### src/sv/sdcb_pkg.sv
`timescale 1ns / 1ps
package sdcb_pkg;

  localparam logic [1:0] KIND_TICK = 2'd0;
  localparam logic [1:0] KIND_SET  = 2'd1;
  localparam logic [1:0] KIND_SNAP = 2'd2;

  localparam logic [1:0] CFG_SMOOTH_TIME  = 2'd0;
  localparam logic [1:0] CFG_MAX_SPEED    = 2'd1;
  localparam logic [1:0] CFG_SETTLE_LIMIT = 2'd2;

  localparam logic [15:0] SMOOTH_TIME_RST  = 16'd6554;
  localparam logic [30:0] MAX_SPEED_RST    = 31'h7FFF_FFFF;
  localparam logic [15:0] SETTLE_LIMIT_RST = 16'd66;
  localparam logic [15:0] ST_MIN           = 16'd66;
  localparam logic [30:0] SPEED_UNLIMITED  = 31'h7FFF_FFFF;

  localparam logic [63:0] K048    = 64'd31457;
  localparam logic [63:0] K0235   = 64'd15401;
  localparam logic [63:0] SAT_LIM = 64'h0000_8000_0000_0000;
  localparam logic [63:0] ONE_Q16 = 64'd65536;

  typedef struct packed {
    logic [1:0]         kind;
    logic [3:0]         channel;
    logic signed [31:0] value_in;
    logic [15:0]        tick_length;
  } sdcb_in_t;

  typedef struct packed {
    logic [3:0]         channel_out;
    logic signed [31:0] current_out;
    logic               channel_settled;
    logic               all_settled;
    logic               last;
  } sdcb_out_t;

  function automatic logic signed [31:0] reset_value(input int unsigned idx);
    logic signed [31:0] v;
    v = 32'sd0;
    if (idx inside {0, 1, 2, 9, 10, 11}) begin
      v = 32'sd65536;
    end
    return v;
  endfunction

endpackage

### src/sv/sdcb_mul.sv
`timescale 1ns / 1ps
module sdcb_mul
  import sdcb_pkg::*;
(
  input  logic         clk,
  input  logic         rst,
  input  logic         start,
  input  logic [63:0]  a,
  input  logic [63:0]  b,
  output logic         done,
  output logic [127:0] prod
);

  logic [63:0]  a_q;
  logic [63:0]  b_q;
  logic [127:0] acc;
  logic [1:0]   cnt;
  logic         busy;
  logic [15:0]  digit;
  logic [79:0]  pp;
  logic [127:0] pp_sh;

  always_comb begin
    digit = b_q[{cnt, 4'b0000} +: 16];
    pp    = 80'(a_q) * 80'(digit);
    pp_sh = 128'(pp) << {cnt, 4'b0000};
  end

  always_ff @(posedge clk) begin
    if (rst) begin
      busy <= 1'b0;
      done <= 1'b0;
      cnt  <= '0;
    end else begin
      done <= 1'b0;
      if (start) begin
        a_q  <= a;
        b_q  <= b;
        acc  <= '0;
        cnt  <= '0;
        busy <= 1'b1;
      end else if (busy) begin
        acc <= acc + pp_sh;
        cnt <= cnt + 2'd1;
        if (cnt == 2'd3) begin
          busy <= 1'b0;
          done <= 1'b1;
        end
      end
    end
  end

  assign prod = acc;

endmodule

### config.mk
export PLATFORM = sky130hd
export DESIGN_NAME = sdcb_mul
export DESIGN_NICKNAME = d
export VERILOG_FILES = /design/src/sv/sdcb_pkg.sv /design/src/sv/sdcb_mul.sv
export SDC_FILE = /design/constraint.sdc
export NUM_CORES = 2
export LEC_CHECK = 0
export CAP_MARGIN = 20
export CORE_MARGIN = 10
export CORE_UTILIZATION = 61
export CTS_CLUSTER_SIZE = 25
export DETAILED_ROUTE_END_ITERATION = 8
export DONT_BUFFER_PORTS = 1
export PLACE_DENSITY = 0.81
export SLEW_MARGIN = 20
export SYNTH_ARGS = -nofsm -noshare
export SYNTH_HDL_FRONTEND = slang
export SYNTH_SLANG_ARGS = --single-unit
### constraint.sdc
create_clock -name clk -period 10.85 [get_ports clk]
set_input_delay 2.17 -clock clk [delete_from_list [all_inputs] [get_ports clk]]
set_output_delay 2.17 -clock clk [all_outputs]
set_load 0.03 [all_outputs]
==> reports/qor.yml <==
outcome:
  status: "finished, violations left"
  violations: "negative setup slack"
routing:
  drtIter0Drc: 5032
  post-route-drc-count: 0
  vias: 45300
  totalWireLength_um: 179000
  detail_route.wl_per_cell_um: 24.4
  avgViaCountPerCell: 6.19
  ant_nets: 0
  first_pass_iters: 6
clock_network:
  clock_latency_ns: 0.64
  cts_num_sinks: 260
  clk_transition_reported_paths_ns: 0.07
  cts_max_level: 2
  cts_buffer_depth: 3
  ctsRootBufferMaster: "clkbuf_16"
  cts_tree: "built"
  cts_buffers: 37
global_routing:
  grt_pass1_wl_um: 266000
  antenna_found_initial: 17
  grt_max_degree: 137
  grt-ovfl-total: 0
  track_usage: 0.365
  first_global_vias: 46500
layout:
  drive_gt1_frac: 0.162
  fillCellCount: 6035
  fin_area_sq_um: 59000
  area_growth_pct: 17.2
  nets: 7499
critical_path:
  crit_type: "register to register"
  endpoint_kind: "register"
  crit_path_max_incr_delay_ns: 0.54
  r2r_cells: 43
  cp_max_fo: 12
  cp.required_ns: 11.21
  cp_slowest_cell: "fa_1"
  critPathLaunchType: "register"
  critPathArrivalTime_ns: 11.29
  cpMostUsedCell: "fa_1"
sta:
  finalSetupViolations: 3
  fmax_mhz: 91.5
  rsz0062_at_grt: "yes"
  period_share: 1.01
  fin_ws_ns: -0.0775
  maxSlewHeadroom: 0.274
  hold_viol_final: 0
  clock_skew_ns: 0.0381
  tightest_slew_ns: 1.09
  period_needed_ns: 10.93
  final_max_slew_viol_count: 0
place:
  dpl.hpwl_um: 138000
  pre_cts_ws_ns: -0.759
  place_area_sq_um: 55600
  port_buffers: 0
  routabilityCongestion: 1.05
yosys:
  syn-cell-area_sq_um: 50400
  synth_area_per_cell_sq_um: 8.71
  synthCells: 5779
  synth_edf_count: 256
  synth_flop_cell: "edfxtp_1"
  yosys_warnings: 0
  syn-num-nets: 7057
  ys_seq_area_frac: 0.154
  ys_ff_latch: 260
  ys_types: 72
  synth_top_cell_by_area: "fa_1"
  synth_top_cell_area_share: 0.345
  async_flop_share: 0
  yosys-top-cells-area: "fa_1, edfxtp_1, inv_1, nand2_1, ha_1"
hold_path:
  hold_path_class: "register to register"
  hold_depth: 2
floorplanning:
  coreArea_sq_um: 82000
  die_y_um: 307
  start_util: 0.614
  rows: 105
  boundaryPins: 260
  die-area_sq_um: 94400
  fp.dieW_um: 307
run:
  max_cap_violations: 0
[layer usage]
metal / share of wire / up-vias / GRT usage
met1: 0.35 / 22300 / 0.450
met4: 0.067 / 12 / 0.187
li1: - / 19200 / -
met3: 0.12 / 739 / 0.101
met2: 0.46 / 3097 / 0.584
met5: 0.00041 / - / 0
[worst paths after layout]
check	from	slack, ns	to
max	cnt[0]$_SDFFE_PP0P_	-0.08	prod[120]$_SDFFCE_PP0P_
min	busy$_SDFF_PP0_	0.61	cnt[1]$_SDFFE_PP0P_
max reg2reg	cnt[0]$_SDFFE_PP0P_	-0.08	prod[120]$_SDFFCE_PP0P_
min reg2reg	busy$_SDFF_PP0_	0.61	cnt[1]$_SDFFE_PP0P_
[state kept, by name, summed over array words and instances (netlist names)]
register / count
cnt: 2
a_q: 64
done: 1
busy: 1
b_q: 64
prod: 128
[worst max-delay path: cells and delay by family (launching register included)]
family,cells,cell delay [ns]
XOR/XNOR,1,0.29
AO/OA/AOI/OAI,18,3.74
adder cells (fa/ha/maj),8,3.62
AND/OR/NAND/NOR,3,0.30
multiplexers,3,1.10
buffers and inverters,10,1.15
flip-flops,1,0.44
[synth_stat cells, types with 44 or more instances]
library cell / instances
nand2_1: 936
and2_1: 359
fa_1: 867
inv_1: 976
edfxtp_1: 256
ha_1: 280
o21ai_0: 171
a21oi_1: 325
nand4_1: 83
xor2_1: 77
clkbuf_1: 295
nand3_1: 44
xnor2_1: 117
nor2_1: 361
a21o_1: 112
o21bai_1: 58
[placed cells by master (no fill, tap or decap), types with 14 or more instances in the layout]
master / count
edfxtp_1: 256
nand3_1: 43
o22ai_1: 15
o31ai_1: 16
clkbuf_16: 46
a21o_1: 111
fa_1: 864
o21bai_1: 55
o21a_1: 37
xor2_1: 72
a21oi_2: 52
mux2i_1: 35
a31oi_1: 23
nor3_1: 34
inv_1: 974
xnor2_1: 103
o211ai_1: 14
and2_1: 359
mux4_2: 17
ha_1: 268
buf_4: 653
a21oi_1: 271
nand4_1: 83
o21ai_0: 139
buf_12: 29
nor2b_1: 18
o21ai_1: 32
nand2_1: 934
nor2_1: 346
[layout make-up]
| cell class | instances | area [sq um] | share of cell area |
|---|---|---|---|
| Clock buffer | 42 | 966 | 0.0164 |
| Tap cell | 1070 | 1340 | 0.0227 |
| Inverter | 976 | 3660 | 0.0621 |
| Sequential cell | 260 | 7770 | 0.132 |
| Clock inverter | 26 | 272 | 0.00460 |
| Antenna cell | 11 | 27.5 | 0.000467 |
| Timing Repair Buffer | 704 | 5850 | 0.0992 |
| Multi-Input combinational cell | 4242 | 39100 | 0.663 |
[through the flow]
step,util,hold WS [ns],TNS [ns],instances
5_1_grt,0.719,0.660,-6.77,7326
2_1_floorplan,-,0.465,0,5779
6_report,0.720,0.608,-0.185,7331
3_5_place_dp,0.678,0.596,-8.03,7178
4_1_cts,0.698,0.607,-0.0182,7256
3_3_place_gp,0.678,0.583,-5.55,7178
[logic make-up (layout without fill, tap and decap cells)]
group,after synthesis,in the layout,synth area share
compound gates,907,907,0.112
xor+xnor,194,194,0.0337
fa+ha+maj,1147,1147,0.414
buf+inv,1279,1748,0.0953
flops,260,260,0.154
mux,68,70,0.0177
other cells,0,11,0
simple gates,1924,1924,0.173
[what timing repair did]
item / 4_1_cts / 5_1_grt
endpoints found under the setup margin: 51 / 71
gates cloned: 0 / 10
resized for setup: 59 / 237
hold endpoints to repair: 0 / 0
buffers inserted: 10 / 55
pin swaps: 14 / 73
hold buffers: 0 / 0
Power is not shown: default switching activity piles up to over one toggle a cycle in this logic, so the estimate is an artifact.
