--- src/sv/sdcb_pkg.sv ---
`timescale 1ns / 1ps
package sdcb_pkg;

  localparam logic [1:0] KIND_TICK = 2'd0;
  localparam logic [1:0] KIND_SET  = 2'd1;
  localparam logic [1:0] KIND_SNAP = 2'd2;

  localparam logic [1:0] CFG_SMOOTH_TIME  = 2'd0;
  localparam logic [1:0] CFG_MAX_SPEED    = 2'd1;
  localparam logic [1:0] CFG_SETTLE_LIMIT = 2'd2;

  localparam logic [15:0] SMOOTH_TIME_RST  = 16'd6554;
  localparam logic [30:0] MAX_SPEED_RST    = 31'h7FFF_FFFF;
  localparam logic [15:0] SETTLE_LIMIT_RST = 16'd66;
  localparam logic [15:0] ST_MIN           = 16'd66;
  localparam logic [30:0] SPEED_UNLIMITED  = 31'h7FFF_FFFF;

  localparam logic [63:0] K048    = 64'd31457;
  localparam logic [63:0] K0235   = 64'd15401;
  localparam logic [63:0] SAT_LIM = 64'h0000_8000_0000_0000;
  localparam logic [63:0] ONE_Q16 = 64'd65536;

  typedef struct packed {
    logic [1:0]         kind;
    logic [3:0]         channel;
    logic signed [31:0] value_in;
    logic [15:0]        tick_length;
  } sdcb_in_t;

  typedef struct packed {
    logic [3:0]         channel_out;
    logic signed [31:0] current_out;
    logic               channel_settled;
    logic               all_settled;
    logic               last;
  } sdcb_out_t;

  function automatic logic signed [31:0] reset_value(input int unsigned idx);
    logic signed [31:0] v;
    v = 32'sd0;
    if (idx inside {0, 1, 2, 9, 10, 11}) begin
      v = 32'sd65536;
    end
    return v;
  endfunction

endpackage

--- src/sv/sdcb_div.sv ---
`timescale 1ns / 1ps
module sdcb_div
  import sdcb_pkg::*;
(
  input  logic        clk,
  input  logic        rst,
  input  logic        start,
  input  logic [63:0] dividend,
  input  logic [63:0] divisor,
  output logic        done,
  output logic [63:0] quotient
);

  logic [64:0] rem;
  logic [63:0] quot;
  logic [63:0] dvs;
  logic [5:0]  cnt;
  logic        busy;
  logic [64:0] sh;
  logic        fits;

  always_comb begin
    sh   = {rem[63:0], quot[63]};
    fits = sh >= {1'b0, dvs};
  end

  always_ff @(posedge clk) begin
    if (rst) begin
      busy <= 1'b0;
      done <= 1'b0;
      cnt  <= '0;
    end else begin
      done <= 1'b0;
      if (start) begin
        quot <= dividend;
        dvs  <= divisor;
        rem  <= '0;
        cnt  <= '0;
        busy <= 1'b1;
      end else if (busy) begin
        rem  <= fits ? (sh - {1'b0, dvs}) : sh;
        quot <= {quot[62:0], fits};
        cnt  <= cnt + 6'd1;
        if (cnt == 6'd63) begin
          busy <= 1'b0;
          done <= 1'b1;
        end
      end
    end
  end

  assign quotient = quot;

endmodule

--- config.mk ---
export PLATFORM = sky130hd
export DESIGN_NAME = sdcb_div
export DESIGN_NICKNAME = d
export VERILOG_FILES = /design/src/sv/sdcb_pkg.sv /design/src/sv/sdcb_div.sv
export SDC_FILE = /design/constraint.sdc
export NUM_CORES = 1
export LEC_CHECK = 0
export BUFFER_PORTS_ARGS = -buffer_cell sky130_fd_sc_hd__buf_4
export CAP_MARGIN = 20
export CORE_UTILIZATION = 52
export DETAILED_ROUTE_END_ITERATION = 8
export PLACE_DENSITY = 0.77
export REMOVE_ABC_BUFFERS = 1
export SYNTH_ARGS = -nofsm -noshare
export SYNTH_HDL_FRONTEND = slang
export SYNTH_SLANG_ARGS = --single-unit
--- constraint.sdc ---
create_clock -name clk -period 8.4 [get_ports clk]
set_input_delay 1.26 -clock clk [delete_from_list [all_inputs] [get_ports clk]]
set_output_delay 1.26 -clock clk [all_outputs]
set_load 0.01 [all_outputs]
==> impl_metrics.csv <==
group,metric,value,unit
timing,final-max-slew-violation-count,0,
timing,worstMarginPinSlew,1110,ps
worst_setup_path,cp.arrival,4300,ps
worst_setup_path,critPathLaunch,"rem[0]",
final_layout,synthToLayoutAreaGrowth,18.8,%
placement,port_buffers,195,
worst_setup_path,crit_top_cell,"o2111ai_1",
worst_setup_path,reg2reg_depth,12,
floorplanning,row_count,55,
worst_setup_path,r2r_end,"rem[0]",
worst_setup_path,critPathCapture,"rem[0]",
final_layout,seqCellArea,5930,µm²
clocking,root_buffer,"clkbuf_16",
yosys,ys_warn_count,0,
drt,drt_iter0_drc,731,
drt,wl_per_cell,17.7,µm
drt,dr.pass1.iters,5,
yosys,yosysTopAreaCell,"edfxtp_1",
timing,period_share,48.0,%
worst_setup_path,crit_family,"simple AND/OR/NAND/NOR gates",
min_path,holdCritStartpoint,"cnt[5]",
final_layout,drive_gt1_share,23.1,%
worst_setup_path,path_max_fanout,51,
yosys,netlist.area_leader.share,48.2,%
yosys,synth_top_family_by_area,"compound AO/OA/AOI/OAI gates",
clocking,numCtsBuffers,17,
pwr,p_switching,0.000964,W
worst_setup_path,slowest_stage,"nor2_4",
clocking,tritoncts,"built",
timing,final_hold_viol_count,0,
worst_setup_path,crit_path_end_kind,"flip-flop",
yosys,synth_edf_count,192,
clocking,cts_setup_buffers,0,
final_layout,fillers,1881,
floorplanning,ios,196,
floorplanning,core,22600,µm²
pwr,p_seq_share,42.6,%
placement,dp_cells,1595,
worst_setup_path,path_depth,12,
placement,gp_congestion,0.966,
final_layout,layoutNonFillerInstCount,1628,
worst_setup_path,critPathBufInv,1,
clocking,post_cts_resized,0,
drt,drtAntennaViolNets,0,
clocking,clk_latency,460,ps
yosys,ys_seq_area_share,49.5,%
drt,drc_errors,0,
status,status,"complete, no violations",
pwr,swShare,33.1,%
timing,rsz0062_at_grt,"false",
timing,post-route-min-period,4030,ps
clocking,cts.clk_slew.worst_paths,90,ps
clocking,cts.sinks,200,
worst_setup_path,path_class,"reg -> reg",
yosys,synthArstFlopShare,0,%
yosys,ys_types,64,
grt,grt_start_max_net_pins,81,
drt,wirelength,28800,µm
timing,slew_headroom,26.2,%
pwr,p_comb_share,28.6,%
yosys,ys_seq_elements,200,
placement,dpl-instance-area,13600,µm²
clocking,cts_max_level,4,
pwr,p_clk_share,28.8,%
drt,viasPerCell,5.86,
timing,fmax,248,MHz
worst_setup_path,regToRegSetupSlack,4370,ps
worst_setup_path,path_cells,"ha_1 > nor2b_1 > o2111ai_1 > and2_1 > a2bb2oi_1 > o21ai_2 > o2111ai_1 > and4b_4 > nor2_4 > buf_4 > nor2_1 > a211oi_1",
yosys,ys.flop_type,"edfxtp_1",
timing,clock_skew,17.6,ps
grt,overflow,0,
grt,antenna_found_initial,1,
floorplanning,die_w,154,µm
worst_setup_path,cp-start-kind,"flip-flop",
yosys,synthCells,1167,
floorplanning,die-height,154,µm
yosys,synth_simple_gate_area_share,13.0,%
worst_setup_path,slowest_delay,590,ps
timing,whs,508,ps
yosys,synth_compound_area_share,15.6,%
final_layout,final_common_cell,"buf_4",
pwr,vdd_drop_max,0.122,mV
worst_setup_path,crit_required,8670,ps
grt,grt_usage,25.0,%
yosys,synth_xor_area_share,4.17,%
final_layout,fin_area,14200,µm²
final_layout,nets,1526,
yosys,synthMuxAreaShare,6.11,%
clocking,clockBufferDepth,2,
clocking,ctsHoldBuffers,0,
yosys,syn_area,12000,µm²
placement,hpwl,20700,µm
pwr,finalPower,0.00291,W
final_layout,multi_input_area,5510,µm²
yosys,synth_fa_ha_area_share,6.97,%
final_layout,layout_common_cells,"buf_4, edfxtp_1, nand2_1",
drt,vias,9548,
floorplanning,dieArea,23600,µm²
pwr,p_per_area,205,nW/µm²
grt,grt_pass1_vias,9463,
floorplanning,start_util,53.0,%
timing,setup_violations,0,
yosys,avgSynthCellArea,10.2,µm²
job,cap_violations,0,
grt,grt_pass1_wl,46800,µm
min_path,worst_hold_path_type,"reg -> reg",
worst_setup_path,r2r-start,"rem[0]",
pwr,power_leakage,5.86,nW
timing,tns,0,ps
pwr,p_int,0.00195,W
yosys,ys_top_cells_by_area,"edfxtp_1, ha_1, mux2_2",
## worst min path at each step
stage | end | slack [ps] | cells past startpoint
6_report | cnt[5] | 510 | 2
3_3_place_gp | cnt[5] | 470 | 2
2_1_floorplan | done | 460 | 2
3_5_place_dp | cnt[5] | 490 | 2
5_1_grt | cnt[5] | 540 | 2
4_1_cts | cnt[5] | 510 | 2
## state kept, by name, summed over array words and instances, names as in the netlist
signal	count
quotient	64
dvs	64
rem	64
done	1
busy	1
cnt	6
## layer usage
| metal | track usage [%] | vias to the layer above | wire (µm) |
|---|---|---|---|
| li1 | - | 4593 | - |
| met3 | 7.67 | 53 | 2330 |
| met5 | 0 | - | 0 |
| met1 | 31.3 | 4534 | 12100 |
| met4 | 9.05 | 0 | 781 |
| met2 | 41.0 | 368 | 13600 |
## worst min-delay path, cell delays in order, from the launching register on
cell     delay [ps]
dfxtp_1         330
o21ai_0          80
a21oi_1          60
## power by group through the flow
stage	clock network, W	logic, W	registers [W]
finish	0.000838	0.000832	0.00124
global route	0.000888	0.000921	0.00125
CTS	0.000854	0.000825	0.00124
detailed placement	0	0.000817	0.00126
global placement	0	0.000804	0.00126
floorplan	0	0.000573	0.00127
## cell usage after synthesis (28+ instances only)
master and count:
a21o_1 33, a21oi_1 124, clkbuf_1 39, edfxtp_1 192, ha_1 65, inv_1 81
mux2_2 64, nand2_1 145, nor2_1 74, o21ai_0 37, xnor2_1 29, xor2_1 28
## logic make-up after synthesis
logic type	count (synthesis)
fa+ha+maj	66
xor+xnor	57
buf+inv	140
compound gates	300
flops	200
simple gates	339
mux	65
## stage by stage
stage               util [%]  setup WS, ps
floorplan                  -           150
global placement        60.3          4570
detailed placement      60.3          4430
CTS                     63.0          4350
global route            63.0          3920
finish                  63.0          4370
## area by class of cell
cell class,instances,share of cell area [%]
Clock buffer,18,3.02
Clock inverter,14,1.25
Tap cell,285,2.51
Timing Repair Buffer,200,10.6
Inverter,83,2.19
Antenna cell,1,0.0176
Multi-Input combinational cell,827,38.8
Sequential cell,200,41.7
(Power assumes the default switching activity.)
